File: src/rtl/bb3c_pkg.sv
// ============================================================================
// bb3c_pkg
// Shared constants, types and helpers of the clipped 3x3 box blur.
// ============================================================================
package bb3c_pkg;

  localparam int CHANNEL_BITS = 16;
  localparam int MAX_DIM      = 1024;
  localparam int MIN_DIM      = 2;
  localparam int DIM_W        = $clog2(MAX_DIM);
  localparam int FIELD_W      = 16;
  localparam int CFG_W        = 11;
  localparam int POS_W        = 10;
  localparam int CMP_W        = (CFG_W > DIM_W + 1) ? CFG_W : DIM_W + 1;
  localparam int COL_W        = CHANNEL_BITS + 2;
  localparam int SUM_W        = CHANNEL_BITS + 4;
  localparam int RECIP_SHIFT  = SUM_W + 4;
  localparam int MUL_W        = RECIP_SHIFT - 1;
  localparam int PROD_W       = SUM_W + MUL_W;
  localparam int NUM_KINDS    = 4;

  localparam logic [MUL_W-1:0] RECIP4 = MUL_W'(64'd1 << (RECIP_SHIFT - 2));
  localparam logic [MUL_W-1:0] RECIP6 = MUL_W'(((64'd1 << RECIP_SHIFT) + 64'd5) / 64'd6);
  localparam logic [MUL_W-1:0] RECIP9 = MUL_W'(((64'd1 << RECIP_SHIFT) + 64'd8) / 64'd9);

  localparam int APB_DW    = 32;
  localparam int PADDR_W   = 3;
  localparam int REG_IDX_W = PADDR_W - 2;
  localparam logic [REG_IDX_W-1:0] REG_FRAME_DIM   = REG_IDX_W'(0);
  localparam logic [CFG_W-1:0]     FRAME_DIM_RESET = CFG_W'(512);

  localparam int CH_RED   = 0;
  localparam int CH_GREEN = 1;
  localparam int CH_BLUE  = 2;

  localparam int KIND_MAIN   = 0;
  localparam int KIND_RIGHT  = 1;
  localparam int KIND_BOTTOM = 2;
  localparam int KIND_CORNER = 3;

  typedef logic [DIM_W-1:0] dim_t;
  typedef logic [2:0][CHANNEL_BITS-1:0] rgb_t;
  typedef logic [2:0][COL_W-1:0] csum_t;
  typedef csum_t [2:0] win_cols_t;

  typedef struct packed {
    rgb_t newer;
    rgb_t older;
  } line_entry_t;

  typedef struct packed {
    win_cols_t full;
    win_cols_t bottom;
  } window_t;

  typedef struct packed {
    dim_t dim_last;
    logic restart;
  } cfg_t;

  typedef enum logic [1:0] {
    DIV4,
    DIV6,
    DIV9
  } div_t;

  typedef struct packed {
    logic [NUM_KINDS-1:0] kinds;
    logic                 full;
    logic                 rows3;
    dim_t                 row;
    dim_t                 col;
  } batch_t;

  typedef struct packed {
    logic   valid;
    batch_t batch;
  } batch_link_t;

  typedef struct packed {
    logic [2:0][SUM_W-1:0] sum;
    div_t                  div;
    dim_t                  row;
    dim_t                  col;
    logic                  last;
    logic                  done;
  } sum_item_t;

  function automatic dim_t eff_last(input logic [CFG_W-1:0] frame_dim);
    logic [CMP_W-1:0] f;
    f = CMP_W'(frame_dim);
    if (f < CMP_W'(MIN_DIM)) begin
      return DIM_W'(MIN_DIM - 1);
    end else if (f > CMP_W'(MAX_DIM)) begin
      return DIM_W'(MAX_DIM - 1);
    end else begin
      return DIM_W'(f - CMP_W'(1));
    end
  endfunction

endpackage

File: src/rtl/bb3c_cfg.sv
// ============================================================================
// bb3c_cfg
// APB register file holding the frame side and its clamped last index.
// ============================================================================
module bb3c_cfg (
  input  logic                          clk,
  input  logic                          rst,
  input  logic                          psel,
  input  logic                          penable,
  input  logic                          pwrite,
  input  logic [bb3c_pkg::PADDR_W-1:0]  paddr,
  input  logic [bb3c_pkg::APB_DW-1:0]   pwdata,
  output logic [bb3c_pkg::APB_DW-1:0]   prdata,
  output logic                          pready,
  output bb3c_pkg::cfg_t                cfg
);
  import bb3c_pkg::*;

  logic [CFG_W-1:0]     frame_dim;
  logic [REG_IDX_W-1:0] reg_idx;
  logic                 wr_en;

  assign reg_idx = paddr[PADDR_W-1:2];
  assign pready  = 1'b1;
  assign wr_en   = psel && penable && pwrite && pready;

  always_ff @(posedge clk) begin
    if (rst) begin
      frame_dim <= FRAME_DIM_RESET;
    end else if (wr_en && reg_idx == REG_FRAME_DIM) begin
      frame_dim <= pwdata[CFG_W-1:0];
    end
  end

  assign prdata       = (reg_idx == REG_FRAME_DIM) ? APB_DW'(frame_dim) : '0;
  assign cfg.dim_last = eff_last(frame_dim);
  assign cfg.restart  = wr_en && reg_idx == REG_FRAME_DIM;

endmodule

File: config.mk
export PLATFORM = sky130hd
export DESIGN_NAME = bb3c_cfg
export DESIGN_NICKNAME = d
export VERILOG_FILES = /design/src/rtl/bb3c_pkg.sv /design/src/rtl/bb3c_cfg.sv
export SDC_FILE = /design/constraint.sdc
export NUM_CORES = 1
export LEC_CHECK = 0
export BUFFER_PORTS_ARGS = -buffer_cell sky130_fd_sc_hd__buf_2
export CELL_PAD_IN_SITES_DETAIL_PLACEMENT = 1
export CELL_PAD_IN_SITES_GLOBAL_PLACEMENT = 1
export CORE_AREA = 3 3 67 69
export CTS_CLUSTER_DIAMETER = 200
export DETAILED_ROUTE_END_ITERATION = 8
export DIE_AREA = 0 0 70 72
export PLACE_DENSITY_LB_ADDON = 0.25
export SETUP_SLACK_MARGIN = 0.3
export SYNTH_ARGS = -nofsm -noshare
export SYNTH_HDL_FRONTEND = slang
export SYNTH_SLANG_ARGS = --single-unit
File: constraint.sdc
create_clock -name clk -period 2.2 [get_ports clk]
set_input_delay 0.55 -clock clk [delete_from_list [all_inputs] [get_ports clk]]
set_output_delay 0.55 -clock clk [all_outputs]
set_load 0.01 [all_outputs]
After elaboration in Yosys (flattened, before gate mapping)
Index checks and enable logic that the tools add are counted.
{"block": "totals", "reg_bits": 11, "inputBits": 40, "output_inout_bits": 44, "elab_cells": 11}
{"block": "op_classes", "add_sub_neg": 1, "magnitude_cmp": 2, "n_mux": 3, "bitwise_logic": 1, "reduce_logical": 3}
{"operator": "two-way mux 10 bit", "count": 2}
{"operator": "greater-than comparator 11 bit, second input constant", "count": 1}
{"operator": "less-than comparator 11 x 2 -> 1 bit, second input constant", "count": 1}
{"operator": "two-way mux 11 bit", "count": 1}
{"operator": "subtractor 10 x 1 -> 10 bit, second input constant", "count": 1}
{"operator": "logical AND 1 bit", "count": 3}
{"operator": "inverter 1 bit", "count": 1}

Depth between registers and ports, before layout
{"block": "depth", "depth_word": 3, "ltp_mapped": 5, "depth_no_buf": 5}

Worst setup path before layout
Ideal clock, no wire load.
{"block": "synth_timing", "path_kind": "flip-flop to output port", "from": "register frame_dim[0]", "to": "output port cfg[7] (netlist bit)", "arrival_time_ns": 1.648, "t_required_ns": 1.650, "slack_ns": 0.002, "path_stages_with_launch": 6, "n_path_buf": 0, "path_cell_list": "dfxtp_1 -> inv_1 -> ha_1 -> or4b_1 -> or3_1 -> a31oi_1"}
{"element": "from (decl)", "line_no": "bb3c_cfg.sv:19", "source": "logic [CFG_W-1:0] frame_dim;"}
{"element": "from (signal assigned)", "line_no": "bb3c_cfg.sv:31", "source": "frame_dim <= pwdata[CFG_W-1:0];"}
{"element": "to (decl)", "line_no": "bb3c_cfg.sv:15", "source": "output bb3c_pkg::cfg_t cfg"}

==> results.cfg <==
[outcome]
status = finished with violations
violations = setup timing

[setup_path]
reg2reg_to = frame_dim[9]
worstPathCellList = or4_4 > buf_6 > nor4b_4 > buf_4 > a31oi_4 > buf_2
path_class = reg2out
critPathBufInv = 3
r2r_cells = 2
worstPathMaxFanout = 4
path_delay_family = simple AND/OR/NAND/NOR gates
reg2reg_from = frame_dim[9]
cp_slowest_cell = or4_4
end_kind = output pin
r2r_slack_ns = 1.44
arrival_ns = 1.94
critPathLaunchType = flip-flop
required_ns = 1.65
max_stage_delay_ns = 0.56

[layout]
drive_gt1_share_pct = 49.7
syn2layout_area_growth_pct = 55.4
num_antenna_cells = 0
final_common_cell = buf_2
mostFrequentLayoutCells = 38 x buf_2, 26 x buf_4, 22 x nand2_1, 22 x conb_1, 10 x a21oi_1
fillers = 496
nNetsFinal = 227
final_cell_area_um2 = 1390
largest_reg_flops = 11
top_register = frame_dim
reg.largest.list = frame_dim (11)

[power_and_ir_drop]
p_leak_nw = 0.682
power_density_nw_per_um2 = 428
peakVddDrop_uv = 132

[routing]
via_count = 989
drc_errors = 0
drt-wirelength-per-cell_um = 12.3
first_pass_iters = 3
vias_per_cell = 4.21
ant_nets = 0
drt_wl_total_um = 2880
drtIter0Drc = 5

[grt]
antenna_found_initial = 0
grt_usage_pct = 11.1
grt_pass1_vias = 1034
gr-total-overflow = 0
grt_max_degree = 13
grt_first_pass_wirelength_um = 4630

[run]
max_cap_viol_count = 0

[clock_network]
clockRootBuffer = clkbuf_8
numCtsBuffers = 3
clkTransAtPathRegs_ns = 0.05
h-tree-depth = 1
clock-sinks = 11
cts_tree = yes
clk_latency_ns = 0.24
cts.path.max_buffers = 2
postCtsHoldBufs = 0

[floorplanning]
rows = 23
die_w_um = 70
pin_count = 84
start_util_pct = 22.6
core_region_area_um2 = 3970
die_area_um2 = 5040
fp.dieH_um = 72

[timing]
clock.fmax_ghz = 0.401
hold_viol_final = 0
worst_slack_ns = -0.293
finClkSkew_ns = 0
tns_ns = -2.57
finalCriticalPeriod_ns = 2.49
rsz0062_at_grt = true
setup_viol = 10
slew_viol_final = 0
min_period_over_period_pct = 113

[synth]
syn_inst = 122
synth_edf_count = 0
yosys-top-cells-area = dfxtp_1 25%, buf_4 18%, nand2_1 9.2%
ys.flop_type = dfxtp_1
synth_top_area_share_pct = 24.6
seq_area_frac_synth_pct = 24.6
async_flop_share_pct = 0
syn_avg_cell_area_um2 = 7.34
yosys_warnings = 0
synth_cell_types = 25
ys_ff_latch = 11
syn-cell-area_um2 = 896
synth_top_area_cell = dfxtp_1

[place]
place_congestion = 0.802
placed_area_um2 = 1240
hpwl_um = 2320
io_buffers = 38

[hold_path]
hold_start = pwdata[9]
min_path_type = in2reg
min_delay_worst_endpoint = frame_dim[9]
hold_depth = 3
==> layer usage <==
layer | share of wire [%] | GRT usage, % | up-vias
li1 | - | - | 495
met1 | 38 | 11.6 | 448
met2 | 54 | 22.0 | 40
met3 | 6.2 | 1.80 | 6
met4 | 1.8 | 4.68 | 0
met5 | 0 | 0 | -
==> worst min-delay path: cells and delay by family <==
kind / cells / cell delay [ns]
buffers and inverters: 1 / 0.07
and+or+nand+nor: 2 / 0.11
==> stage by stage <==
| step | hold WS (ns) | total power, mW | std cells | setup slack [ns] | util (%) |
|---|---|---|---|---|---|
| after floorplan | 0.460 | 0.339 | 142 | 0.0597 | - |
| after global placement | 0.562 | 0.371 | 224 | -0.0671 | 31.2 |
| after detailed placement | 0.584 | 0.375 | 224 | -0.0768 | 31.2 |
| after CTS | 0.520 | 0.596 | 233 | -0.289 | 34.2 |
| after global routing | 0.520 | 0.635 | 235 | -0.354 | 35.1 |
| final | 0.523 | 0.596 | 235 | -0.293 | 35.1 |
==> logic make-up after synthesis <==
group	after synthesis	synth area share [%]
and+or+nand+nor	50	31.3
buffers and inverters	31	22.2
AOI/OAI and AO/OA	25	17.7
DFF	11	24.6
xor gates and xnor gates	2	1.96
other	2	0.838
adders and majority gates	1	1.40
==> synth_stat cells (2+ instances only) <==
library cell / count
inv_1: 4
o21ai_0: 4
nor2_1: 3
dfxtp_1: 11
xnor2_1: 2
nor2b_1: 9
clkbuf_1: 5
o31ai_1: 2
nand2_1: 22
conb_1: 2
a21oi_1: 13
buf_4: 22
a31oi_1: 5
or3_1: 7
==> final cells by class <==
| class | count | area, µm² | share of cell area, % |
|---|---|---|---|
| flip-flops and latches | 11 | 225 | 16.2 |
| multi-input cells | 100 | 636 | 45.6 |
| clock buffers | 3 | 41.3 | 2.96 |
| repair buffers | 66 | 408 | 29.3 |
| inverters | 4 | 15.0 | 1.08 |
| clock inverters | 1 | 5.00 | 0.359 |
| well taps | 50 | 62.6 | 4.49 |
==> where the power goes <==
part           internal (mW)  switching (mW)
clock network          0.124          0.0764
logic                 0.0905          0.0956
registers              0.204         0.00512
==> what timing repair did <==
item | CTS | global route
gates resized for setup | 9 | 5
setup endpoints to repair | 10 | 10
buffers inserted | 5 | 1
pin swaps | 5 | 2
cloned | 0 | 1
==> how the worst max path moves through the flow <==
stage	end	cells past startpoint	slack, ns	startpoint
after detailed placement	cfg[6]	5	-0.08	frame_dim[2]
after CTS	cfg[7]	5	-0.29	frame_dim[8]
final	cfg[9]	6	-0.29	frame_dim[8]
after global routing	cfg[9]	6	-0.35	frame_dim[8]
after global placement	cfg[7]	6	-0.07	frame_dim[1]
after floorplan	cfg[7]	5	0.06	frame_dim[1]
No activity file was read; power rests on OpenSTA's default activity.
