`src/rtl/bb3c_pkg.sv`:
```
// ============================================================================
// bb3c_pkg
// Shared constants, types and helpers of the clipped 3x3 box blur.
// ============================================================================
package bb3c_pkg;

  localparam int CHANNEL_BITS = 16;
  localparam int MAX_DIM      = 1024;
  localparam int MIN_DIM      = 2;
  localparam int DIM_W        = $clog2(MAX_DIM);
  localparam int FIELD_W      = 16;
  localparam int CFG_W        = 11;
  localparam int POS_W        = 10;
  localparam int CMP_W        = (CFG_W > DIM_W + 1) ? CFG_W : DIM_W + 1;
  localparam int COL_W        = CHANNEL_BITS + 2;
  localparam int SUM_W        = CHANNEL_BITS + 4;
  localparam int RECIP_SHIFT  = SUM_W + 4;
  localparam int MUL_W        = RECIP_SHIFT - 1;
  localparam int PROD_W       = SUM_W + MUL_W;
  localparam int NUM_KINDS    = 4;

  localparam logic [MUL_W-1:0] RECIP4 = MUL_W'(64'd1 << (RECIP_SHIFT - 2));
  localparam logic [MUL_W-1:0] RECIP6 = MUL_W'(((64'd1 << RECIP_SHIFT) + 64'd5) / 64'd6);
  localparam logic [MUL_W-1:0] RECIP9 = MUL_W'(((64'd1 << RECIP_SHIFT) + 64'd8) / 64'd9);

  localparam int APB_DW    = 32;
  localparam int PADDR_W   = 3;
  localparam int REG_IDX_W = PADDR_W - 2;
  localparam logic [REG_IDX_W-1:0] REG_FRAME_DIM   = REG_IDX_W'(0);
  localparam logic [CFG_W-1:0]     FRAME_DIM_RESET = CFG_W'(512);

  localparam int CH_RED   = 0;
  localparam int CH_GREEN = 1;
  localparam int CH_BLUE  = 2;

  localparam int KIND_MAIN   = 0;
  localparam int KIND_RIGHT  = 1;
  localparam int KIND_BOTTOM = 2;
  localparam int KIND_CORNER = 3;

  typedef logic [DIM_W-1:0] dim_t;
  typedef logic [2:0][CHANNEL_BITS-1:0] rgb_t;
  typedef logic [2:0][COL_W-1:0] csum_t;
  typedef csum_t [2:0] win_cols_t;

  typedef struct packed {
    rgb_t newer;
    rgb_t older;
  } line_entry_t;

  typedef struct packed {
    win_cols_t full;
    win_cols_t bottom;
  } window_t;

  typedef struct packed {
    dim_t dim_last;
    logic restart;
  } cfg_t;

  typedef enum logic [1:0] {
    DIV4,
    DIV6,
    DIV9
  } div_t;

  typedef struct packed {
    logic [NUM_KINDS-1:0] kinds;
    logic                 full;
    logic                 rows3;
    dim_t                 row;
    dim_t                 col;
  } batch_t;

  typedef struct packed {
    logic   valid;
    batch_t batch;
  } batch_link_t;

  typedef struct packed {
    logic [2:0][SUM_W-1:0] sum;
    div_t                  div;
    dim_t                  row;
    dim_t                  col;
    logic                  last;
    logic                  done;
  } sum_item_t;

  function automatic dim_t eff_last(input logic [CFG_W-1:0] frame_dim);
    logic [CMP_W-1:0] f;
    f = CMP_W'(frame_dim);
    if (f < CMP_W'(MIN_DIM)) begin
      return DIM_W'(MIN_DIM - 1);
    end else if (f > CMP_W'(MAX_DIM)) begin
      return DIM_W'(MAX_DIM - 1);
    end else begin
      return DIM_W'(f - CMP_W'(1));
    end
  endfunction

endpackage

```
`src/rtl/bb3c_if.sv`:
```


interface bb3c_result_if;
  import bb3c_pkg::*;

  logic               valid;
  logic               ready;
  logic [FIELD_W-1:0] out_red;
  logic [FIELD_W-1:0] out_green;
  logic [FIELD_W-1:0] out_blue;
  logic [POS_W-1:0]   out_row;
  logic [POS_W-1:0]   out_col;
  logic               last_of_run;
  logic               frame_done;

  modport source (output valid, out_red, out_green, out_blue, out_row, out_col,
                  last_of_run, frame_done, input ready);
  modport sink (input valid, out_red, out_green, out_blue, out_row, out_col,
                last_of_run, frame_done, output ready);
endinterface

```
`src/rtl/bb3c_divide.sv`:
```
// ============================================================================
// bb3c_divide
// Divides each sum by 4, 6 or 9 and holds the result in the output register.
// ============================================================================
module bb3c_divide (
  input  logic                clk,
  input  logic                rst,
  input  bb3c_pkg::sum_item_t item,
  input  logic                item_valid,
  output logic                item_ready,
  bb3c_result_if.source       result
);
  import bb3c_pkg::*;

  logic                         o_valid;
  logic [2:0][CHANNEL_BITS-1:0] o_mean;
  dim_t                         o_row;
  dim_t                         o_col;
  logic                         o_last;
  logic                         o_done;
  logic [MUL_W-1:0]             recip;
  logic [2:0][PROD_W-1:0]       prod;
  logic [2:0][CHANNEL_BITS-1:0] mean;
  logic                         load;

  assign item_ready = !o_valid || result.ready;
  assign load       = item_valid && item_ready;

  // The reciprocal is exact for every sum the window can produce.
  always_comb begin
    unique case (item.div)
      DIV9:    recip = RECIP9;
      DIV6:    recip = RECIP6;
      DIV4:    recip = RECIP4;
      default: recip = RECIP4;
    endcase
    for (int i = 0; i < 3; i++) begin
      prod[i] = PROD_W'(item.sum[i]) * PROD_W'(recip);
      mean[i] = prod[i][RECIP_SHIFT +: CHANNEL_BITS];
    end
  end

  always_ff @(posedge clk) begin
    if (rst) begin
      o_valid <= 1'b0;
    end else if (item_ready) begin
      o_valid <= item_valid;
    end
  end

  always_ff @(posedge clk) begin
    if (load) begin
      o_mean <= mean;
      o_row  <= item.row;
      o_col  <= item.col;
      o_last <= item.last;
      o_done <= item.done;
    end
  end

  assign result.valid       = o_valid;
  assign result.out_red     = FIELD_W'(o_mean[CH_RED]);
  assign result.out_green   = FIELD_W'(o_mean[CH_GREEN]);
  assign result.out_blue    = FIELD_W'(o_mean[CH_BLUE]);
  assign result.out_row     = POS_W'(o_row);
  assign result.out_col     = POS_W'(o_col);
  assign result.last_of_run = o_last;
  assign result.frame_done  = o_done;

endmodule

```
`src/flat_wrapper.sv`:
```
// flat-port wrapper written by rule: the top's interface ports become plain ports
module bb3c_divide_flat import bb3c_pkg::*;
  (clk, rst, item, item_valid, item_ready, result_valid, result_out_red, result_out_green, result_out_blue, result_out_row, result_out_col, result_last_of_run, result_frame_done, result_ready);
  bb3c_result_if result_i ();
  input  logic clk;
  input  logic rst;
  input  bb3c_pkg::sum_item_t item;
  input  logic item_valid;
  output logic item_ready;
  output wire logic [$bits(result_i.valid)-1:0] result_valid;
  output wire logic [$bits(result_i.out_red)-1:0] result_out_red;
  output wire logic [$bits(result_i.out_green)-1:0] result_out_green;
  output wire logic [$bits(result_i.out_blue)-1:0] result_out_blue;
  output wire logic [$bits(result_i.out_row)-1:0] result_out_row;
  output wire logic [$bits(result_i.out_col)-1:0] result_out_col;
  output wire logic [$bits(result_i.last_of_run)-1:0] result_last_of_run;
  output wire logic [$bits(result_i.frame_done)-1:0] result_frame_done;
  input wire logic [$bits(result_i.ready)-1:0] result_ready;
  assign result_valid = result_i.valid;
  assign result_out_red = result_i.out_red;
  assign result_out_green = result_i.out_green;
  assign result_out_blue = result_i.out_blue;
  assign result_out_row = result_i.out_row;
  assign result_out_col = result_i.out_col;
  assign result_last_of_run = result_i.last_of_run;
  assign result_frame_done = result_i.frame_done;
  assign result_i.ready = result_ready;
  bb3c_divide u_core (.clk(clk), .rst(rst), .item(item), .item_valid(item_valid), .item_ready(item_ready), .result(result_i));
endmodule
```
`config.mk`:
```
export PLATFORM = sky130hd
export DESIGN_NAME = bb3c_divide_flat
export DESIGN_NICKNAME = d
export VERILOG_FILES = /design/src/rtl/bb3c_pkg.sv /design/src/rtl/bb3c_if.sv /design/src/rtl/bb3c_divide.sv /design/src/flat_wrapper.sv
export SDC_FILE = /design/constraint.sdc
export NUM_CORES = 1
export LEC_CHECK = 0
export BUFFER_PORTS_ARGS = -buffer_cell sky130_fd_sc_hd__buf_2
export CAP_MARGIN = 40
export CORE_UTILIZATION = 45
export DETAILED_ROUTE_END_ITERATION = 8
export HOLD_SLACK_MARGIN = 0.06
export PLACE_DENSITY = 0.61
export SYNTH_ARGS = -nofsm -noshare
export SYNTH_HDL_FRONTEND = slang
export SYNTH_SLANG_ARGS = --single-unit
```
`constraint.sdc`:
```
create_clock -name clk -period 11.2 [get_ports clk]
set_input_delay 2.24 -clock clk [delete_from_list [all_inputs] [get_ports clk]]
set_output_delay 2.24 -clock clk [all_outputs]
set_load 0.005 [all_outputs]
```
# [Word level (Yosys, flattened, before mapping)]
# Cells that the tools add are included.
[totals] register_bits=71 input_bits=88 output_inout_bits=72 elab_cells=17
[op_classes] n_mul=3 eq_ne=2 n_mux=1 n_reduce_logical=3
[ops] op="20-bit by 23-bit multiplier with 40-bit output" count=3
[ops] op="23-bit one-hot mux with 2 select lines" count=1
[ops] op="2-bit by 1-bit == test with 1-bit output, second input constant" count=1
[ops] op="2-bit == test, second input constant" count=1
[ops] op="1-bit logical AND" count=1
[ops] op="1-bit zero test" count=1
[ops] op="1-bit logical OR" count=1

# [Depth between registers and ports, before layout]
[logic_depth] ltp_word=3 depth_mapped=32 mapped_depth_nobuf=29

# [Least setup slack after synthesis]
# No wires, ideal clock.
[synth_timing] kind="input to register" startpoint="in item[23] (netlist bit)" endpoint="reg u_core.o_mean, in the netlist u_core.result.out_blue[15], data pin" setup_time_ns=0.260 t_arrival_ns=9.288 required_time_ns=10.940 path_slack_ns=1.652 cell_stages=31 n_path_buf=4 path_cell_list="inv_1 -> ha_1 -> buf_2 -> clkbuf_1 -> clkbuf_1 -> clkbuf_1 -> and2_1 -> fa_1 -> inv_1 -> fa_1 -> inv_1 -> fa_1 -> inv_1 -> fa_1 -> inv_1 -> fa_1 -> fa_1 -> inv_1 -> fa_1 -> inv_1 -> ha_1 -> a211oi_1 -> o21ai_0 -> a22o_1 -> a211o_1 -> a2111o_1 -> a31o_4 -> a211oi_4 -> o31ai_2 -> a21oi_2 -> xnor2_1"
[synth_lines] item="from (decl)" line_no="flat_wrapper.sv:7" source="input bb3c_pkg::sum_item_t item;"
[synth_lines] item="to (signal assigned)" line_no="bb3c_divide.sv:53" source="o_mean <= mean;"
[synth_lines] item="to (decl)" line_no="bb3c_divide.sv:16" source="logic [2:0][CHANNEL_BITS-1:0] o_mean;"

==> key figures <==
Outcome
  – Status: completed

Clock tree
  – Hold buffer count at cts: 0
  – # Post-CTS Setup Buffers: 0
  – CTS buffer count: 9
  – CTS tree: built
  – Clk root buf: clkbuf_16
  – Clock-pin slew on the worst setup and hold paths: 0.08 ns
  – Clock sinks: 71
  – Skew-Pair Late Insertion Delay: 0.38 ns
  – Post_cts resized: 0
  – H-tree Lvls: 3
  – Clock Path Buffers: 2

Floorplanning
  – Row count: 94
  – Die Y: 261 um
  – Die Wd: 261 um
  – I/O pins: 160
  – Die area: 0.0683 mm2
  – Initial Utilization: 0.457
  – Core area: 0.0662 mm2

Global route
  – Largest net degree at the start of global routing: 56
  – Antenna violations before repair: 4
  – First-pass GRT wire length: 118 mm
  – Vias in the first global route: 21.6k
  – Remaining Overflow, GRT: 0
  – Total GRT Usage: 0.229

Route
  – Wirelength per Cell: 18.2 um
  – Drt pass-1 iters: 5
  – Post-route DRC: 0
  – Via count: 19.7k
  – Avg Vias per Cell: 4.83
  – Iter 0 DRT Violations: 916
  – Routed Antenna Nets: 0
  – Routed wire length: 74.1 mm

Setup path
  – CP Class: input port to flip-flop
  – Worst EP arrival: 10.25 ns
  – Worst path required time: 11.31 ns
  – Worst Path Max Fanout: 29
  – Critical Path End Type: flip-flop
  – Crit path launch type: input port

Final layout
  – Layout cells sized above 1: 0.0647
  – Fillers: 6312
  – Area grow syn2layout: 7.05%
  – Nets: 4483

STA
  – Min Clock Period, post-route: 10.15 ns
  – Slew at the pin closest to its max-slew limit: 0.716 ns
  – RSZ-0062 raised after global routing: no
  – Slew HR: 0.523
  – Final worst-path cycle share: 0.906
  – Final setup viols: 0
  – Setup TNS: 0 ns
  – Pins Over Slew Limit: 0
  – Final Hold Viols: 0
  – Max Freq: 98.6 MHz
  – Setup Skew: 0.0245 ns

Synth
  – Sequential cell area fraction in the yosys report: 0.0701
  – Yosys warnings: 0
  – Unique cell type count in the Yosys netlist: 63
  – Mapped Cells: 3064
  – Synth Area per Inst: 9.88 um2
  – Ys flop type: edfxtp_1
  – #FFs+latches synth: 71
  – Synthesized Nets: 4335
  – EDFF count, synth: 70
  – Syn Std Cell Area: 0.0303 mm2
  – Synth async-reset ratio: 0

Power and ir drop
  – Leak Pwr: 18.5 nW
  – Peak supply drop: 0.436 mV
  – Power Total: 8.96 mW
  – Pwr/cell area: 276 mW/mm2

Min path
  – Hold Crit Class: flip-flop to flip-flop

Placed design
  – Post-DP HPWL: 67.5 mm
  – PortBufs: 159
  – RD Place Congestion: 0.954

Flow run
  – Max-cap violations: 0
-- layout by cell type (no fill, tap or decap), types with 4 or more instances in the layout --
cell type and instances:
xnor2_1 77, a21oi_1 61, inv_1 1082, o21ai_0 30, fa_1 638, a31oi_1 7
nor2_1 34, nand4_1 8, o21bai_1 9, nor3_1 6, nand2b_1 34, a21boi_0 4
and4_1 5, nand3_1 11, xor2_1 43, ha_1 543, a21o_1 28, edfxtp_1 70
buf_2 159, buf_4 10, nor2b_1 47, clkbuf_16 9, o21a_1 6, or3_1 4
nand2_1 105, and2_1 117, a31o_2 5, o211ai_1 5
-- Yosys cell counts, drive strengths merged (8+ instances only) --
cell type,count,share of area
edfxtp,70,0.069
a21o,28,0.0069
xnor2,77,0.022
nand2b,34,0.0070
nor2b,47,0.0097
ha,545,0.23
fa,638,0.42
nor2,34,0.0042
and2,119,0.025
o21ai,33,0.0056
nand2,105,0.013
clkbuf,31,0.0038
nand3,11,0.0018
nand4,8,0.0017
xor2,43,0.012
inv,1082,0.13
o21bai,9,0.0022
a21oi,64,0.011
-- stage by stage --
stage	hold slack (ns)	cells	setup slack (ns)	cell area [um2]	util
global placement	0.507	4065	0.763	32100	0.485
finish	0.517	4082	1.05	32400	0.490
detailed placement	0.508	4065	0.645	32100	0.485
global route	0.554	4082	0.595	32400	0.490
floorplan	0.522	3064	1.65	30300	-
CTS	0.520	4081	1.01	32400	0.490
-- cell type report --
type / instances / area [um2] / share of cell area
antenna: 1 / 2.50 / 0.0000772
clock inverter: 7 / 60.1 / 0.00185
tap: 864 / 1080 / 0.0333
timing repair buffer: 169 / 871 / 0.0269
multi-input combinational: 1879 / 24000 / 0.740
clock buffer: 9 / 225 / 0.00695
sequential: 71 / 2120 / 0.0655
inverter: 1082 / 4060 / 0.125
-- sequential cells by signal, summed over array words and instances (netlist names) --
signal	flops
u_core.result.last_of_run	1
u_core.result.out_red	16
u_core.result.frame_done	1
u_core.result.out_col	10
u_core.result.out_row	10
u_core.result.valid	1
u_core.result.out_blue	16
u_core.result.out_green	16
-- metal layers --
layer,GRT usage,vias to the layer above,share of wire
li1,-,9372,-
met5,0,-,0
met2,0.390,410,0.49
met4,0.0518,0,0.020
met1,0.306,9840,0.44
met3,0.0370,81,0.050
-- cell families after synthesis --
logic type | synth area share
fa+ha+maj | 0.647
buf+inv | 0.138
xor+xnor | 0.0347
compound gates | 0.0416
simple gates | 0.0685
flops | 0.0701
-- report_power, final --
part / internal, mW / switching [mW]
sequential: 0.665 / 0.0395
clock: 0.155 / 0.167
combinational: 3.44 / 4.50
-- critical path, stage by stage --
cell,delay (ns)
buf_2,0.13
inv_1,0.06
ha_2,0.58
buf_4,0.36
and2_1,0.37
fa_1,0.49
fa_1,0.51
inv_1,0.05
fa_1,0.58
inv_1,0.07
fa_1,0.50
fa_1,0.44
fa_1,0.40
ha_1,0.36
ha_1,0.38
o221a_2,0.28
a221o_1,0.30
a31oi_1,0.16
o211ai_1,0.13
a31oi_1,0.54
o21ai_1,0.36
o31ai_1,0.42
o2111ai_1,0.23
a21oi_1,0.21
xnor2_1,0.08
-- final timing paths --
check,slack [ns],end,from,depth (start not counted)
setup / recovery,1.05,u_core.result.out_green[15],item[23],25
hold / removal,0.52,u_core.result.valid,u_core.result.valid,2
setup reg to reg,9.31,u_core.result.out_green[7],u_core.result.valid,3
hold reg to reg,0.52,u_core.result.valid,u_core.result.valid,2
(Power assumes the default switching activity.)
