**src/rtl/bb3c_pkg.sv**
```systemverilog
// ============================================================================
// bb3c_pkg
// Shared constants, types and helpers of the clipped 3x3 box blur.
// ============================================================================
package bb3c_pkg;

  localparam int CHANNEL_BITS = 16;
  localparam int MAX_DIM      = 1024;
  localparam int MIN_DIM      = 2;
  localparam int DIM_W        = $clog2(MAX_DIM);
  localparam int FIELD_W      = 16;
  localparam int CFG_W        = 11;
  localparam int POS_W        = 10;
  localparam int CMP_W        = (CFG_W > DIM_W + 1) ? CFG_W : DIM_W + 1;
  localparam int COL_W        = CHANNEL_BITS + 2;
  localparam int SUM_W        = CHANNEL_BITS + 4;
  localparam int RECIP_SHIFT  = SUM_W + 4;
  localparam int MUL_W        = RECIP_SHIFT - 1;
  localparam int PROD_W       = SUM_W + MUL_W;
  localparam int NUM_KINDS    = 4;

  localparam logic [MUL_W-1:0] RECIP4 = MUL_W'(64'd1 << (RECIP_SHIFT - 2));
  localparam logic [MUL_W-1:0] RECIP6 = MUL_W'(((64'd1 << RECIP_SHIFT) + 64'd5) / 64'd6);
  localparam logic [MUL_W-1:0] RECIP9 = MUL_W'(((64'd1 << RECIP_SHIFT) + 64'd8) / 64'd9);

  localparam int APB_DW    = 32;
  localparam int PADDR_W   = 3;
  localparam int REG_IDX_W = PADDR_W - 2;
  localparam logic [REG_IDX_W-1:0] REG_FRAME_DIM   = REG_IDX_W'(0);
  localparam logic [CFG_W-1:0]     FRAME_DIM_RESET = CFG_W'(512);

  localparam int CH_RED   = 0;
  localparam int CH_GREEN = 1;
  localparam int CH_BLUE  = 2;

  localparam int KIND_MAIN   = 0;
  localparam int KIND_RIGHT  = 1;
  localparam int KIND_BOTTOM = 2;
  localparam int KIND_CORNER = 3;

  typedef logic [DIM_W-1:0] dim_t;
  typedef logic [2:0][CHANNEL_BITS-1:0] rgb_t;
  typedef logic [2:0][COL_W-1:0] csum_t;
  typedef csum_t [2:0] win_cols_t;

  typedef struct packed {
    rgb_t newer;
    rgb_t older;
  } line_entry_t;

  typedef struct packed {
    win_cols_t full;
    win_cols_t bottom;
  } window_t;

  typedef struct packed {
    dim_t dim_last;
    logic restart;
  } cfg_t;

  typedef enum logic [1:0] {
    DIV4,
    DIV6,
    DIV9
  } div_t;

  typedef struct packed {
    logic [NUM_KINDS-1:0] kinds;
    logic                 full;
    logic                 rows3;
    dim_t                 row;
    dim_t                 col;
  } batch_t;

  typedef struct packed {
    logic   valid;
    batch_t batch;
  } batch_link_t;

  typedef struct packed {
    logic [2:0][SUM_W-1:0] sum;
    div_t                  div;
    dim_t                  row;
    dim_t                  col;
    logic                  last;
    logic                  done;
  } sum_item_t;

  function automatic dim_t eff_last(input logic [CFG_W-1:0] frame_dim);
    logic [CMP_W-1:0] f;
    f = CMP_W'(frame_dim);
    if (f < CMP_W'(MIN_DIM)) begin
      return DIM_W'(MIN_DIM - 1);
    end else if (f > CMP_W'(MAX_DIM)) begin
      return DIM_W'(MAX_DIM - 1);
    end else begin
      return DIM_W'(f - CMP_W'(1));
    end
  endfunction

endpackage

```
**src/rtl/bb3c_emit.sv**
```systemverilog
// ============================================================================
// bb3c_emit
// Walks the results of one pixel and forms each neighborhood sum.
// ============================================================================
module bb3c_emit (
  input  logic                  clk,
  input  logic                  rst,
  input  bb3c_pkg::window_t     window,
  input  bb3c_pkg::batch_link_t link,
  output logic                  load_ready,
  output bb3c_pkg::sum_item_t   item,
  output logic                  item_valid,
  input  logic                  item_ready
);
  import bb3c_pkg::*;

  logic                 e_valid;
  batch_t               e_batch;
  logic                 f_valid;
  sum_item_t            f_item;
  logic                 f_ready;
  logic                 e_fire;
  logic [NUM_KINDS-1:0] pick;
  logic                 single;
  logic                 use_w0;
  logic                 use_bottom;
  logic                 upper;
  win_cols_t            cols;
  sum_item_t            next_item;

  assign f_ready    = !f_valid || item_ready;
  assign e_fire     = e_valid && f_ready;
  assign load_ready = !e_valid || (e_fire && single);

  always_comb begin
    pick       = e_batch.kinds & (~e_batch.kinds + NUM_KINDS'(1));
    single     = (e_batch.kinds & (e_batch.kinds - NUM_KINDS'(1))) == '0;
    use_w0     = (pick[KIND_MAIN] || pick[KIND_BOTTOM]) && e_batch.full;
    use_bottom = pick[KIND_BOTTOM] || pick[KIND_CORNER];
    upper      = pick[KIND_MAIN] || pick[KIND_RIGHT];
    cols       = use_bottom ? window.bottom : window.full;
    for (int i = 0; i < 3; i++) begin
      next_item.sum[i] = (use_w0 ? SUM_W'(cols[0][i]) : '0)
                       + SUM_W'(cols[1][i]) + SUM_W'(cols[2][i]);
    end
    priority if (pick[KIND_MAIN]) begin
      if (e_batch.rows3 && e_batch.full) begin
        next_item.div = DIV9;
      end else if (e_batch.rows3 || e_batch.full) begin
        next_item.div = DIV6;
      end else begin
        next_item.div = DIV4;
      end
    end else if (pick[KIND_RIGHT]) begin
      next_item.div = e_batch.rows3 ? DIV6 : DIV4;
    end else if (pick[KIND_BOTTOM]) begin
      next_item.div = e_batch.full ? DIV6 : DIV4;
    end else begin
      next_item.div = DIV4;
    end
    next_item.row  = upper ? e_batch.row - DIM_W'(1) : e_batch.row;
    next_item.col  = (pick[KIND_MAIN] || pick[KIND_BOTTOM]) ?
                     e_batch.col - DIM_W'(1) : e_batch.col;
    next_item.last = single;
    next_item.done = pick[KIND_CORNER];
  end

  always_ff @(posedge clk) begin
    if (rst) begin
      e_valid <= 1'b0;
      f_valid <= 1'b0;
    end else begin
      if (f_ready) begin
        f_valid <= e_valid;
      end
      if (link.valid) begin
        e_valid <= 1'b1;
      end else if (e_fire && single) begin
        e_valid <= 1'b0;
      end
    end
  end

  always_ff @(posedge clk) begin
    if (e_fire) begin
      f_item <= next_item;
    end
    if (link.valid) begin
      e_batch <= link.batch;
    end else if (e_fire) begin
      e_batch.kinds <= e_batch.kinds & ~pick;
    end
  end

  assign item       = f_item;
  assign item_valid = f_valid;

endmodule

```
**config.mk**
```make
export PLATFORM = sky130hd
export DESIGN_NAME = bb3c_emit
export DESIGN_NICKNAME = d
export VERILOG_FILES = /design/src/rtl/bb3c_pkg.sv /design/src/rtl/bb3c_emit.sv
export SDC_FILE = /design/constraint.sdc
export NUM_CORES = 1
export LEC_CHECK = 0
export BUFFER_PORTS_ARGS = -buffer_cell sky130_fd_sc_hd__buf_2
export CAP_MARGIN = 0
export CORE_ASPECT_RATIO = 2
export CORE_UTILIZATION = 25
export CTS_CLUSTER_SIZE = 12
export DETAILED_ROUTE_END_ITERATION = 16
export SYNTH_ARGS = -nofsm -noshare
export SYNTH_HDL_FRONTEND = slang
export SYNTH_SLANG_ARGS = --single-unit
```
**constraint.sdc**
```tcl
create_clock -name clk -period 4.6 [get_ports clk]
set_input_delay 0.23 -clock clk [delete_from_list [all_inputs] [get_ports clk]]
set_output_delay 0.23 -clock clk [all_outputs]
set_load 0.1 [all_outputs]
```
=== Yosys cells after proc, flatten, opt, wreduce, memory -nomap -nowiden ===
Cells that the tools add are included.
W data, S select, Z words.

* Flip-flop bits (word level): 112
* Input port bits: 354
* Output and inout port bits: 86

* Add/subtract/negate cells: 10
* Muxes and demuxes: 17
* Bitwise gates (word level): 5
* Reductions and logical operators: 15

{| class="wikitable"
|+ Operator list
! cell !! count
|-
| $mux W162 || 1
|-
| $add A19 B18 Y20 || 3
|-
| $add A18 B18 Y19 || 3
|-
| $mux W18 || 3
|-
| $mux W10 || 2
|-
| $sub A10 B1 Y10 const B || 2
|-
| $and A4 B4 Y4 || 3
|-
| $mux W4 || 2
|-
| $not A4 Y4 || 2
|-
| $mux W1 || 7
|-
| $logic_or A1 B1 Y1 || 6
|-
| $add A4 B1 Y4 const B || 1
|-
| $logic_and A1 B1 Y1 || 4
|-
| $logic_not A4 Y1 || 1
|-
| $mux W2 || 2
|-
| $reduce_bool A2 Y1 || 2
|-
| $sub A4 B1 Y4 const B || 1
|-
| $logic_not A1 Y1 || 2
|}

=== Depth between registers and ports, before layout ===
Gate-level depths: netlist of the first run.

* Word-level depth: 8
* Depth in mapped cells: 18

=== Worst setup path before layout of the first run ===
No wires, ideal clock.

* Path kind: reg-to-reg
* From: reg e_batch[22] in the netlist's numbering
* To: reg f_item (netlist bit item[41]) (data pin)
* Setup time: 0.268 ns
* Arrival: 3.703 ns
* Setup slack: 0.629 ns
* Stages on the path, launching flop included: 18
* Period minus slack after synthesis: 3.971 ns
* Cells stage by stage: edfxtp_1 -> or2_1 -> clkbuf_1 -> nor2_2 -> buf_4 -> buf_4 -> mux2i_1 -> fa_1 -> inv_1 -> ha_1 -> inv_1 -> fa_1 -> nand2b_1 -> a21oi_1 -> a211oi_2 -> o21a_2 -> o311ai_2 -> xor2_1

{| class="wikitable"
|+ RTL lines
! item !! line !! source
|-
| start: declaration || bb3c_emit.sv:18 || <nowiki>batch_t e_batch;</nowiki>
|-
| start signal: assignment || bb3c_emit.sv:89 || <nowiki>e_batch <= link.batch;</nowiki>
|-
| end signal: assignment || bb3c_emit.sv:86 || <nowiki>f_item <= next_item;</nowiki>
|-
| end: declaration || bb3c_emit.sv:20 || <nowiki>sum_item_t f_item;</nowiki>
|}

==> metrics.csv, run 1 <==
stage,metric,value,unit
clock_tree,path_clk_slew,90,ps
floorplanning,io_pins,440,
route,first_iter_violations,268,
global_routing,gr-total-overflow,0,
placement,hpwl,28.8,mm
worst_setup_path,max_stage_delay,530,ps
pwr,ir_worst_vdd,251,uV
cells_and_area,final_common_cell,buf_2,
synthesis,synth_edf_count,110,
clock_tree,clock_latency,380,ps
floorplanning,die_area,0.0411,mm^2
clock_tree,hold_buffers,10,
floorplanning,die_width,144,um
global_routing,grt_start_max_net_pins,52,
floorplanning,die_h,286,um
clock_tree,cts_sinks,112,
route,ant_nets,0,
min_path,min_path_type,in2reg,
worst_setup_path,worstSetupEndpointType,flip-flop,
cells_and_area,finish.utilization,33.7,%
sta,skew,13.5,ps
worst_setup_path,cp-start-kind,flip-flop,
route,drc_errors,0,
synthesis,synth_async_sr_flop_share,0,%
worst_setup_path,r2r.worst_path.cells,16,
global_routing,antenna_found_initial,5,
route,via_per_inst,4.56,
sta,finalHoldViolCount,0,
pwr,report.power.total,6080,uW
worst_setup_path,cp-startpoint,e_batch[22],
sta,max_slew_margin,43.5,%
clock_tree,cts_tree,yes,
global_routing,grt_pass1_wl,50.9,mm
clock_tree,cts_buffer_depth,2,
clock_tree,cts-buffers-inserted,9,
global_routing,grt_pass1_vias,9455,
pwr,powerDensity,456,mW/mm^2
worst_setup_path,reg2reg_slack,320,ps
worst_setup_path,crit-reg2reg-launch,e_batch[22],
worst_setup_path,cp.required,4740,ps
worst_setup_path,cp_top_family,compound AO/OA/AOI/OAI gates,
cells_and_area,mostFrequentLayoutCells,"buf_2 (439), nand2_1 (163), inv_1 (117)",
worst_setup_path,path_class,reg2reg,
min_path,holdPathStages,1,
synthesis,synth_ff_type,edfxtp_1,
sta,fmax,234,MHz
clock_tree,cts_htree_levels,3,
placement,place.gp.congestion,0.959,
sta,setup_violations,0,
sta,drv_slew,0,
worst_setup_path,path_buf_inv,3,
route,via_count,9099,
sta,fin_crit,4280,ps
synthesis,postSynthAreaPerCell,9.75,um^2
sta,worst_pin_slew,848,ps
synthesis,syn_inst,1032,
cells_and_area,area_growth,32.5,%
sta,final.period_utilization,93.0,%
worst_setup_path,crit_cells,16,
synthesis,ys_seq_elements,112,
min_path,hold_start,link[13],
cells_and_area,nets,1927,
synthesis,ys_seq_area_share,33.2,%
worst_setup_path,critPathMaxFanout,44,
synthesis,yosysWarnings,0,
placement,dp_cells,1966,
job,max_cap_viol_count,0,
route,routed_wl,34.2,mm
worst_setup_path,crit_chain,"or2_1, nor2_4, buf_12, nand2_1, a21o_1, fa_1, inv_1, ha_1, inv_1, fa_1, nand2b_1, a21oi_1, a211oi_2, o21ai_2, a2111o_1, o211a_1",
synthesis,syn_nets,1497,
placement,port-buffer-count,439,
floorplanning,placementRows,103,
clock_tree,cts_setup_buffers,0,
worst_setup_path,cpMaxStageDelayCell,fa_1,
sta,rsz0062_at_grt,no,
floorplanning,initial_core_util,25.4,%
floorplanning,coreArea,0.0396,mm^2
global_routing,grt_usage,16.7,%
synthesis,synth_area,0.0101,mm^2
clock_tree,cts_root_buf,clkbuf_16,
synthesis,synth.distinct_cells,74,
clock_tree,cts-resized-gates,0,
route,first_pass_iters,5,
worst_setup_path,crit_arrival,4420,ps
run_status,status,"complete, no violations",
sta,setup_tns,0,ps
cells_and_area,drive_above_1_share,33.4,%
cells_and_area,fin_cells,1994,
pwr,p_leak,0.00654,uW
route,wl_per_cell,17.2,um
[synthesized netlist by cell type, types with 6 or more instances]
| master | count | area (um^2) |
|---|---|---|
| nand2_1 | 163 | 612 |
| inv_1 | 117 | 439 |
| edfxtp_1 | 110 | 3300 |
| mux2i_1 | 105 | 1050 |
| a21o_1 | 64 | 480 |
| fa_1 | 57 | 1140 |
| ha_1 | 54 | 676 |
| a21oi_1 | 50 | 250 |
| xnor2_1 | 36 | 315 |
| o21ai_0 | 32 | 160 |
| nor2_1 | 28 | 105 |
| xor2_1 | 22 | 193 |
| buf_2 | 18 | 90.1 |
| clkbuf_1 | 18 | 67.6 |
| nor3_1 | 12 | 60.1 |
| nand2b_1 | 11 | 68.8 |
| nand3_1 | 11 | 55.1 |
| nand4_1 | 8 | 50.1 |
| nor2b_1 | 8 | 50.1 |
| a31oi_1 | 6 | 37.5 |
| buf_4 | 6 | 45.0 |
| o21a_1 | 6 | 45.0 |
[final cells by class]
class                      instances  area, um^2
antenna                            2        5.00
clock buffer                       9         225
clock inverter                     7        96.3
fill                            4137       26200
inverter                         118         443
multi-input combinational        758        6090
sequential                       112        3340
tap                              525         657
timing repair buffer             463        2480
[flip-flops by register name, summed over array words and instances (netlist names)]
signal      cells
e_batch        26
e_valid         1
item           84
item_valid      1
[routing by layer]
metal	up-vias	part of all wire [%]	wire length, um	GRT usage [%]
met2	305	55	18900	32.1
met1	4294	37	12600	17.2
met3	52	4.4	1520	2.88
li1	4442	-	-	-
met4	6	3.4	1180	7.61
met5	-	0.091	31	0
[report_power, final]
group	internal, uW	switching, uW	total (uW)
combinational	1160	2550	3710
sequential	1430	69.0	1500
clock	403	463	865
total	3000	3080	6080
[per-stage QoR]
step                hold slack [ps]  instance area (um^2)  setup slack, ps
floorplan                       299                 10100              629
global placement                404                 12900              405
detailed placement              409                 12900              356
CTS                           0.103                 13300              321
global route                   7.82                 13300             94.7
finish                         29.9                 13300              324
[logic make-up after synthesis]
group,after synthesis,synth area share [%]
buffers and inverters,162,6.56
multiplexers,105,10.4
flip-flops,112,33.2
AND/OR/NAND/NOR,275,12.5
AO/OA/AOI/OAI,209,14.2
adder cells (fa/ha/maj),111,18.1
XOR/XNOR,58,5.05
[path summary, 6_finish.rpt]
check	to
min	e_batch[13]
max	item[37]
min reg2reg	item_valid
max reg2reg	item[37]
(Power assumes the default switching activity.)
==> run 2, diff against run 1 <==
--- a/config.mk
+++ b/config.mk
@@ -8,6 +8,7 @@
 export BUFFER_PORTS_ARGS = -buffer_cell sky130_fd_sc_hd__buf_2
 export CAP_MARGIN = 0
 export CORE_ASPECT_RATIO = 2
+export CORE_MARGIN = 5
 export CORE_UTILIZATION = 25
 export CTS_CLUSTER_SIZE = 12
 export DETAILED_ROUTE_END_ITERATION = 16
==> run 2 against run 1 <==
  * Setup slack got worse by 16 ps
  * Routed wire length rose by 9.9%
  * Combinational power rose by 2%
  * Global-route usage fell by 0.53 points
  * Final cell count rose by 0.80%
  * Highest routed layer unchanged
  * Non-clock buffer count rose by 6
  * First-iteration DRC count rose by 38%
  * Sequential cell count did not move
==> metrics.csv, run 2 (synthesis gave the netlist of run 1 again) <==
stage,metric,value,unit,change
global_routing,antenna_found_initial,12,,+7
sta,drv_slew,0,,unchanged
worst_setup_path,worstSetupEndpointType,flip-flop,,
route,via_count,9123,,+0.26%
clock_tree,path_clk_slew,90,ps,about the same
worst_setup_path,crit_chain,"nor2_1, o21ai_4, buf_4, nand2_1, a21oi_1, fa_1, ha_1, inv_1, fa_1, nand2b_1, a21oi_1, a211oi_2, o21ai_2, a2111o_1, o211a_1",,
global_routing,grt_pass1_wl,55.7,mm,+9.5%
clock_tree,cts_setup_buffers,0,,unchanged
floorplanning,die_h,294,um,+2.8%
sta,skew,11.5,ps,-2.02 ps
cells_and_area,largest_reg_flops,84,,unchanged
worst_setup_path,r2r.worst_path.cells,15,,-1
clock_tree,cts_tree,yes,,
clock_tree,cts_root_buf,clkbuf_16,,
clock_tree,cts_htree_levels,3,,unchanged
global_routing,grt_pass1_vias,9683,,+2.4%
worst_setup_path,rr_endpoint,item[37],,
clock_tree,cts-buffers-inserted,9,,unchanged
worst_setup_path,cpMaxStageDelayCell,edfxtp_1,,
run_status,status,"complete, no violations",,
floorplanning,die_width,152,um,+5.6%
pwr,p_leak,0.00656,uW,+0.34%
floorplanning,die_area,0.0446,mm^2,+8.5%
cells_and_area,fillCellCount,4243,,+2.6%
route,routed_wl,37.6,mm,+9.9%
route,drc_errors,0,,unchanged
job,max_cap_viol_count,0,,unchanged
worst_setup_path,path_buf_inv,2,,-1
worst_setup_path,reg2reg_slack,310,ps,-20 ps
sta,fmax,233,MHz,-0.38%
pwr,report.power.total,6140,uW,+0.95%
worst_setup_path,endpoint,item[37],,
worst_setup_path,crit_arrival,4430,ps,about the same
global_routing,met1_usage,17.5,%,+0.36 points
pwr,ir_worst_vdd,264,uV,+5.3%
worst_setup_path,cp.required,4740,ps,about the same
worst_setup_path,cp_top_family,compound AO/OA/AOI/OAI gates,,
worst_setup_path,crit-reg2reg-launch,e_batch[22],,
worst_setup_path,path_class,reg2reg,,
global_routing,gr-max-usage-layer,met2,,
cells_and_area,drive_above_1_share,33.8,%,+0.41 points
cells_and_area,mostFrequentLayoutCells,"buf_2 (439), nand2_1 (163), inv_1 (117)",,
sta,setup_tns,0,ps,unchanged
placement,place.gp.congestion,0.886,,-7.6%
clock_tree,cts_sinks,112,,unchanged
global_routing,grt_start_max_net_pins,57,,+9.6%
floorplanning,initial_core_util,25.1,%,-0.33 points
floorplanning,coreArea,0.0401,mm^2,+1.3%
cells_and_area,nets,1933,,+0.31%
sta,fin_crit,4290,ps,+16.4 ps
cells_and_area,final_common_cell,buf_2,,
sta,worst_pin_slew,810,ps,-38.3 ps
placement,hpwl,32.2,mm,+12%
worst_setup_path,crit_cells,15,,-1
sta,rsz0062_at_grt,no,,
worst_setup_path,cp-start-kind,flip-flop,,
global_routing,grt_use_met3,4.21,%,+1.3 points
route,ant_nets,0,,unchanged
global_routing,met2_usage,30.3,%,-1.7 points
floorplanning,io_pins,440,,unchanged
global_routing,gr-total-overflow,0,,unchanged
global_routing,grt_usage,16.2,%,-0.53 points
route,first_pass_iters,5,,unchanged
route,wl_per_cell,18.7,um,+9.0%
route,first_iter_violations,369,,+38%
sta,finalHoldViolCount,0,,unchanged
clock_tree,clock_latency,380,ps,about the same
worst_setup_path,critPathMaxFanout,9,,-80%
min_path,min_path_type,in2reg,,
clock_tree,cts_buffer_depth,2,,unchanged
placement,port-buffer-count,439,,unchanged
worst_setup_path,cp-startpoint,e_batch[22],,
sta,final.period_utilization,93.3,%,+0.36 points
route,via_per_inst,4.54,,-0.53%
sta,setup_violations,0,,unchanged
sta,max_slew_margin,46.0,%,+2.6 points
floorplanning,placementRows,104,,+0.97%
pwr,powerDensity,459,mW/mm^2,+0.68%
cells_and_area,area_growth,32.8,%,
worst_setup_path,max_stage_delay,510,ps,-20 ps
[run 2: cell types whose count changed in the layout (fill, tap and decap cells not counted)]
cell           before  now
diode_2             2    7
dlygate4sd3_1      10    8
clkinv_8            2    3
buf_12              6    4
buf_4               8   18
inv_8               2    0
inv_6               1    2
[run 2: metal layers]
metal	vias to the layer above	wire (um)
li1	4461	-
met1	4325	14000
met2	277	20300
met3	50	2130
met4	10	1020
met5	-	75
[run 2: what timing repair did]
| item | 4_1_cts | 5_1_grt |
|---|---|---|
| endpoints found under the hold margin | 9 | 0 |
| setup endpoints to repair | 0 | 4 |
| gates resized for setup | 0 | 1 |
| hold buffers | 8 | 0 |
[run 2: final cells by class]
| type | count | area, um^2 | area share [%] |
|---|---|---|---|
| Clock buffer | 9 | 225 | 1.68 |
| Tap cell | 530 | 663 | 4.96 |
| Clock inverter | 7 | 98.8 | 0.739 |
| Timing Repair Buffer | 469 | 2490 | 18.6 |
| Sequential cell | 112 | 3340 | 25.0 |
| Antenna cell | 7 | 17.5 | 0.131 |
| Inverter | 118 | 443 | 3.31 |
| Multi-Input combinational cell | 758 | 6090 | 45.5 |
[run 2: metrics by stage]
stage                     std cells  cell area (um^2)  util (%)  hold slack (ps)  setup WS [ps]
final                          2010             13400      33.4             27.5            308
after global routing           2006             13400      33.3             2.57           38.4
after CTS                      2003             13300      33.3             1.13            135
after detailed placement       1979             12900      32.3              405            158
after global placement         1979             12900      32.3              407            280
after floorplan                1032             10100         -              299            629
[run 2: how the worst min path moves through the flow]
stage	to	startpoint	cells after the start	slack, ps
after floorplan	item_valid	rst	1	300
after global placement	e_batch[19]	link[19]	1	410
after detailed placement	item_valid	rst	2	410
after CTS	e_batch[2]	link[2]	1	1
after global routing	e_batch[18]	link[18]	1	3
final	e_batch[18]	link[18]	1	30
[run 2: report_power, final]
group          total (uW)  switching, uW  internal (uW)
Sequential           1500           68.9           1430
Clock                 871            468            402
Combinational        3770           2590           1180
Total                6140           3130           3010
